--- src/hw/rtl/qpc_pkg.sv ---
// shared types, codes and decode table for the quadrature position counter
package qpc_pkg;

	// operation codes of an input item
	localparam logic OP_SAMPLE = 1'b0;
	localparam logic OP_LOAD   = 1'b1;

	// configuration register indexes
	localparam logic [1:0] REG_UPPER_LIMIT = 2'd0;
	localparam logic [1:0] REG_LOWER_LIMIT = 2'd1;
	localparam logic [1:0] REG_STEP_SIZE   = 2'd2;

	// field widths
	localparam int PosW  = 15;
	localparam int DposW = 16;
	localparam int StepW = 16;

	// two-bit gray code values of the phase pair {a, b}
	localparam logic [1:0] PH_00 = 2'd0;
	localparam logic [1:0] PH_01 = 2'd1;
	localparam logic [1:0] PH_10 = 2'd2;
	localparam logic [1:0] PH_11 = 2'd3;

	typedef enum logic [1:0] {
		MV_NONE,
		MV_FWD,
		MV_REV
	} move_t;

	typedef struct packed {
		logic [PosW-1:0]  upper_limit;
		logic [PosW-1:0]  lower_limit;
		logic [StepW-1:0] step_size;
	} qpc_cfg_t;

	// forward sequence 0 -> 2 -> 3 -> 1 -> 0, reverse is the opposite way
	function automatic move_t decode_move(input logic [1:0] prev, input logic [1:0] curr);
		move_t mv;
		mv = MV_NONE;
		case ({prev, curr})
			{PH_00, PH_10}, {PH_10, PH_11}, {PH_11, PH_01}, {PH_01, PH_00}: mv = MV_FWD;
			{PH_00, PH_01}, {PH_01, PH_11}, {PH_11, PH_10}, {PH_10, PH_00}: mv = MV_REV;
			default: mv = MV_NONE;
		endcase
		return mv;
	endfunction

endpackage

--- src/hw/rtl/quadrature_position_counter_unit.sv ---
// top level of the quadrature position counter
//
// Usage: each input transfer carries one sample of the encoder phases, or a
// load of a new position when operation is high. Every input transfer
// produces exactly one output transfer carrying the position in whole
// detents (internal half-detent count shifted right by one).
// The result of an accepted item goes into the result register, or into the
// skid entry while a result waits. Throughput is one item per clock while
// in_stall is low; the position update is a single add or subtract with a
// compare against the doubled limit, done in the cycle of the transfer.
// An output register with a one-entry skid stage sits on the result side, so
// an item is still taken while one result waits. in_stall is high whenever
// the skid entry, and so both entries, are full.
// The limits and step size are written through wr_en / wr_index / wr_data;
// the user must write them only while the block is idle, which the block
// does not enforce itself; writes to unused indexes are dropped. Reset clears
// the phase history and the position to zero, sets the upper limit to 32767,
// the lower limit to 0 and the step to 1, and empties both result entries.
module quadrature_position_counter_unit (
	input  logic                          clk,
	input  logic                          arst_n,
	// configuration port
	input  logic                          wr_en,
	input  logic [1:0]                    wr_index,
	input  logic [qpc_pkg::StepW-1:0]     wr_data,
	// input channel
	input  logic                          in_valid,
	output logic                          in_stall,
	input  logic                          operation,
	input  logic                          phase_a,
	input  logic                          phase_b,
	input  logic [qpc_pkg::PosW-1:0]      new_position,
	// output channel
	output logic                          out_valid,
	input  logic                          out_stall,
	output logic [qpc_pkg::PosW-1:0]      position
);
	import qpc_pkg::*;

	qpc_cfg_t         cfg_q;
	logic [DposW-1:0] dpos_q;
	logic [1:0]       phases_q;
	logic [DposW-1:0] dpos_next;
	logic [1:0]       phases_next;

	logic             out_valid_q;
	logic [PosW-1:0]  out_pos_q;
	logic             skid_valid_q;
	logic [PosW-1:0]  skid_pos_q;

	logic             in_xfer;
	logic             out_xfer;

	assign in_stall  = skid_valid_q;
	assign in_xfer   = in_valid && !skid_valid_q;
	assign out_xfer  = out_valid_q && !out_stall;
	assign out_valid = out_valid_q;
	assign position  = out_pos_q;

	// configuration registers
	always_ff @(posedge clk or negedge arst_n) begin
		if (!arst_n) begin
			cfg_q.upper_limit <= {PosW{1'b1}};
			cfg_q.lower_limit <= '0;
			cfg_q.step_size   <= StepW'(1);
		end else if (wr_en) begin
			case (wr_index)
				REG_UPPER_LIMIT: cfg_q.upper_limit <= wr_data[PosW-1:0];
				REG_LOWER_LIMIT: cfg_q.lower_limit <= wr_data[PosW-1:0];
				REG_STEP_SIZE:   cfg_q.step_size   <= wr_data;
				default:         ;
			endcase
		end
	end

	// position update logic
	qpc_update u_update (
		.cfg          (cfg_q),
		.dpos         (dpos_q),
		.prev_phases  (phases_q),
		.operation    (operation),
		.phase_a      (phase_a),
		.phase_b      (phase_b),
		.new_position (new_position),
		.dpos_next    (dpos_next),
		.phases_next  (phases_next)
	);

	// decoder state, advanced on each input transfer
	always_ff @(posedge clk or negedge arst_n) begin
		if (!arst_n) begin
			dpos_q   <= '0;
			phases_q <= '0;
		end else if (in_xfer) begin
			dpos_q   <= dpos_next;
			phases_q <= phases_next;
		end
	end

	// result register and skid entry control
	always_ff @(posedge clk or negedge arst_n) begin
		if (!arst_n) begin
			out_valid_q  <= 1'b0;
			skid_valid_q <= 1'b0;
		end else if (out_xfer || !out_valid_q) begin
			if (skid_valid_q) begin
				out_valid_q  <= 1'b1;
				skid_valid_q <= 1'b0;
			end else begin
				out_valid_q <= in_xfer;
			end
		end else if (in_xfer) begin
			skid_valid_q <= 1'b1;
		end
	end

	// result payloads
	always_ff @(posedge clk) begin
		if (out_xfer || !out_valid_q) begin
			if (skid_valid_q) begin
				out_pos_q <= skid_pos_q;
			end else if (in_xfer) begin
				out_pos_q <= dpos_next[DposW-1:1];
			end
		end else if (in_xfer) begin
			skid_pos_q <= dpos_next[DposW-1:1];
		end
	end

	// skid entry is only ever filled behind a held result
	a_skid_behind_out: assert property (@(posedge clk) disable iff (!arst_n)
		skid_valid_q |-> out_valid_q)
		else $error("skid entry full while result register empty");

	// the position moves only on an input transfer
	a_pos_hold: assert property (@(posedge clk) disable iff (!arst_n)
		!in_xfer |=> $stable(dpos_q))
		else $error("position changed without an input transfer");

	// a drained skid entry moves into the result register
	a_skid_drain: assert property (@(posedge clk) disable iff (!arst_n)
		(skid_valid_q && out_xfer) |=> (out_valid_q && out_pos_q == $past(skid_pos_q)))
		else $error("skid entry lost on drain");

	// a load leaves a whole-detent position
	a_load_even: assert property (@(posedge clk) disable iff (!arst_n)
		(in_xfer && operation == OP_LOAD) |=> (dpos_q[0] == 1'b0))
		else $error("load left an odd half-detent count");

endmodule

--- src/hw/rtl/qpc_update.sv ---
// next-state logic: gray decode and saturating step of the doubled position
module qpc_update (
	input  qpc_pkg::qpc_cfg_t          cfg,
	input  logic [qpc_pkg::DposW-1:0]  dpos,
	input  logic [1:0]                 prev_phases,
	input  logic                       operation,
	input  logic                       phase_a,
	input  logic                       phase_b,
	input  logic [qpc_pkg::PosW-1:0]   new_position,
	output logic [qpc_pkg::DposW-1:0]  dpos_next,
	output logic [1:0]                 phases_next
);
	import qpc_pkg::*;

	logic [1:0]       code;
	move_t            mv;
	logic [DposW-1:0] hi;
	logic [DposW-1:0] lo;
	logic [DposW:0]   sum;
	logic [DposW-1:0] gap;

	assign code = {phase_a, phase_b};
	assign mv   = decode_move(prev_phases, code);
	assign hi   = {cfg.upper_limit, 1'b0};
	assign lo   = {cfg.lower_limit, 1'b0};
	assign sum  = {1'b0, dpos} + {1'b0, cfg.step_size};
	assign gap  = dpos - lo;

	// load replaces the position, a sample steps it within the limits
	always_comb begin
		dpos_next   = dpos;
		phases_next = prev_phases;
		if (operation == OP_LOAD) begin
			dpos_next = {new_position, 1'b0};
		end else begin
			phases_next = code;
			if (mv == MV_FWD && dpos < hi) begin
				dpos_next = (sum > {1'b0, hi}) ? hi : sum[DposW-1:0];
			end else if (mv == MV_REV && dpos > lo) begin
				dpos_next = (gap > cfg.step_size) ? dpos - cfg.step_size : lo;
			end
		end
	end

endmodule
--- config.mk ---
export PLATFORM = sky130hd
export DESIGN_NAME = quadrature_position_counter_unit
export DESIGN_NICKNAME = d
export VERILOG_FILES = /design/src/hw/rtl/qpc_pkg.sv /design/src/hw/rtl/quadrature_position_counter_unit.sv /design/src/hw/rtl/qpc_update.sv
export SDC_FILE = /design/constraint.sdc
export NUM_CORES = 1
export LEC_CHECK = 0
export BUFFER_PORTS_ARGS = -buffer_cell sky130_fd_sc_hd__buf_2
export CORE_UTILIZATION = 45
export CTS_CLUSTER_DIAMETER = 40
export DETAILED_ROUTE_END_ITERATION = 7
export SKIP_CTS_REPAIR_TIMING = 1
export SYNTH_ARGS = -nofsm -noshare
export SYNTH_HDL_FRONTEND = slang
export SYNTH_SLANG_ARGS = --single-unit
--- constraint.sdc ---
create_clock -name clk -period 6.9 [get_ports clk]
set_input_delay 0.69 -clock clk [delete_from_list [all_inputs] [get_ports clk]]
set_output_delay 0.69 -clock clk [all_outputs]
set_load 0.01 [all_outputs]
==> impl_metrics.csv <==
group,metric,value,unit
timing,rsz0062_at_grt,"no",
yosys,ys_seq_elements,96,
worst_setup_path,crit_type,"register to register",
clock_network,cts_htree_levels,3,
worst_setup_path,r2r-start,"dpos_q[1]",
hold_path,hp-class,"register to register",
finish,mostFrequentLayoutCell,"ha_1",
yosys,synth_area,8090,um^2
power_and_ir_drop,ir_drop,253,uV
finish,nets,1074,
finish,final_cell_mix,"ha_1, a21oi_1, inv_1",
route,drcViolationCount,0,
power_and_ir_drop,power_leakage,3.78,nW
global_routing,use_met3,0.0350,
global_routing,grt_usage,0.270,
worst_setup_path,regToRegSetupSlack,1250,ps
global_routing,grt_util_met2,0.429,
placed_design,portBuffers,57,
route,wirelength,24.1,mm
global_routing,grt_pass1_wl,37.3,mm
clock_network,cts_tree,"built",
yosys,ys_warn_count,0,
timing,max_freq,177,MHz
route,antenna_left,0,
clock_network,clock-root-buffer,"clkbuf_16",
global_routing,antenna_found_initial,0,
timing,max_slew.worst_pin.slew,1140,ps
worst_setup_path,crit_required,7010,ps
worst_setup_path,ff2ff_path_depth,22,
global_routing,grt_pass1_vias,6606,
yosys,ys_types,81,
finish,multi_input_area,5040,um^2
floorplanning,row_count,48,
yosys,synthesis.instances,906,
worst_setup_path,start_kind,"register",
global_routing,overflow,0,
finish,regArea,2570,um^2
clock_network,cts_buffers,9,
worst_setup_path,critPathLaunch,"dpos_q[1]",
outcome,run_status,"completed",
route,vias,7009,
floorplanning,die-area,18500,um^2
timing,skew,12.6,ps
worst_setup_path,endpoint_kind,"register",
timing,period_share,0.818,
power_and_ir_drop,power_density,463,nW/um^2
yosys,synth_ff_type,"dfrtp_1",
timing,drv_slew,0,
placed_design,pre_cts_ws,1290,ps
clock_network,clk_latency,370,ps
yosys,syn_avg_cell_area,8.93,um^2
global_routing,grt_max_degree,67,
timing,finalSetupTns,0,ps
route,drt-vias-per-instance,5.99,
worst_setup_path,cp.arrival,5760,ps
clock_network,cts.sinks,96,
floorplanning,initial_utilization,0.464,
floorplanning,die_x,136,um
route,drtIter0Drc,542,
clock_network,clk_path_buf_depth,2,
worst_setup_path,endpoint,"position[14]",
timing,slew_headroom,0.236,
timing,finalHoldViolations,0,
global_routing,busiest_layer,"met2",
timing,timing.final.ws_setup,1250,ps
floorplanning,core-area,17400,um^2
timing,setup_viol,0,
placed_design,hpwlAfterDp,18.7,mm
yosys,syn_nets,1040,
finish,insertedDiodeCount,0,
finish,area.growth.synth_to_final,9.03,%
yosys,synth_edf_count,30,
yosys,yosysSeqAreaShare,0.318,
route,drt-pass1-iter-count,5,
worst_setup_path,worstReg2RegEnd,"position[14]",
finish,num-fill-cells,1712,
clock_network,clk_pin_slew_worst_paths,70,ps
global_routing,met1_usage,0.371,
flow_run,drv_cap,0,
finish,layout-drive-gt1-share,0.169,
yosys,synthArstFlopShare,0.688,
worst_setup_path,cp_max_fo,15,
floorplanning,io_pins,58,
floorplanning,die_h,136,um
route,drt-wirelength-per-cell,20.6,um
placed_design,gp_congestion,0.925,
timing,post-route-min-period,5650,ps
[registers in the layout (all words and copies together) (netlist names)]
register / cells
skid_pos_q: 15
position: 15
out_valid: 1
phases_q: 2
in_stall: 1
cfg_q: 46
dpos_q: 16
[kinds of logic after synthesis]
family / share of synthesized area
compound gates: 0.230
xor+xnor: 0.0334
fa+ha+maj: 0.147
buf+inv: 0.0602
flops: 0.318
mux: 0.0535
simple gates: 0.158
[cell type report]
class | instances | area share
inverter | 78 | 0.0332
timing repair buffer | 65 | 0.0392
multi-input combinational | 690 | 0.571
tap | 225 | 0.0319
clock inverter | 7 | 0.00738
sequential | 96 | 0.292
clock buffer | 9 | 0.0255
[stage by stage]
stage | util | area, um^2 | cells | power [W] | hold slack [ps]
after floorplan | - | 8090 | 906 | 0.00285 | 394
after global placement | 0.490 | 8530 | 1154 | 0.00351 | 489
after detailed placement | 0.490 | 8530 | 1154 | 0.00353 | 494
after CTS | 0.506 | 8820 | 1170 | 0.00405 | 512
after global routing | 0.506 | 8820 | 1170 | 0.00442 | 522
final | 0.506 | 8820 | 1170 | 0.00408 | 510
[power by group]
part	internal [W]	switching, W
registers	0.000728	0.000132
clock network	0.000253	0.000260
logic	0.00108	0.00163
[how the worst min path moves through the flow]
stage	depth (start not counted)	startpoint	endpoint	slack, ps
after global routing	1	cfg_q[21]	cfg_q[21]	520
after global placement	1	cfg_q[17]	cfg_q[17]	490
after detailed placement	1	cfg_q[21]	cfg_q[21]	490
after floorplan	0	arst_n	cfg_q[10]	390
after CTS	1	cfg_q[21]	cfg_q[21]	510
final	1	cfg_q[27]	cfg_q[27]	510
[critical path: stages, from the launching register on]
cell	delay, ps
dfrtp_1	440
inv_1	190
ha_1	200
inv_1	60
fa_1	410
a21o_1	210
a21oi_1	220
o21bai_1	100
a21oi_1	240
o21bai_1	140
a21oi_1	240
or4b_1	460
nand4_1	110
ha_1	160
nand4_1	160
nor3_1	290
a21boi_1	190
o31a_1	540
buf_4	310
o31ai_1	100
a221oi_1	290
a311o_1	250
a21oi_1	90
[cells in the mapped netlist, types with 4 or more instances]
cell type	count	area (um^2)
o32a_1	6	60.1
nand4_1	11	68.8
a211oi_1	13	97.6
ha_1	90	1130
a31oi_1	11	68.8
nand2_1	52	195
nand3_1	19	95.1
xnor2_1	23	201
and4_1	4	35.0
mux2i_1	5	50.1
o21ai_1	15	75.1
dfstp_2	16	420
or2_2	5	31.3
nor4_1	5	31.3
o211ai_1	5	37.5
nor3_1	30	150
xor2_1	6	52.6
mux2_2	34	383
nand3b_1	5	37.5
edfxtp_1	30	901
inv_1	74	278
a311o_1	4	40.0
o31ai_1	9	67.6
a221oi_1	6	52.6
buf_2	11	55.1
a221oi_2	5	75.1
o31a_1	5	43.8
nand2b_1	5	31.3
a21o_1	9	67.6
nor2b_1	18	113
o21a_1	12	90.1
nor2_1	56	210
inv_2	4	15.0
and3_1	12	75.1
dfrtp_1	50	1250
clkbuf_1	26	97.6
or3_1	6	37.5
o21bai_1	4	30.0
a21oi_1	83	415
o21ai_0	50	250
and2_1	5	31.3
[per-layer routing]
layer	wire length (um)	share of wire
met2	11200	0.46
met4	716	0.030
met5	0	0
met3	1030	0.043
met1	11200	0.46
(Power assumes the default switching activity.)
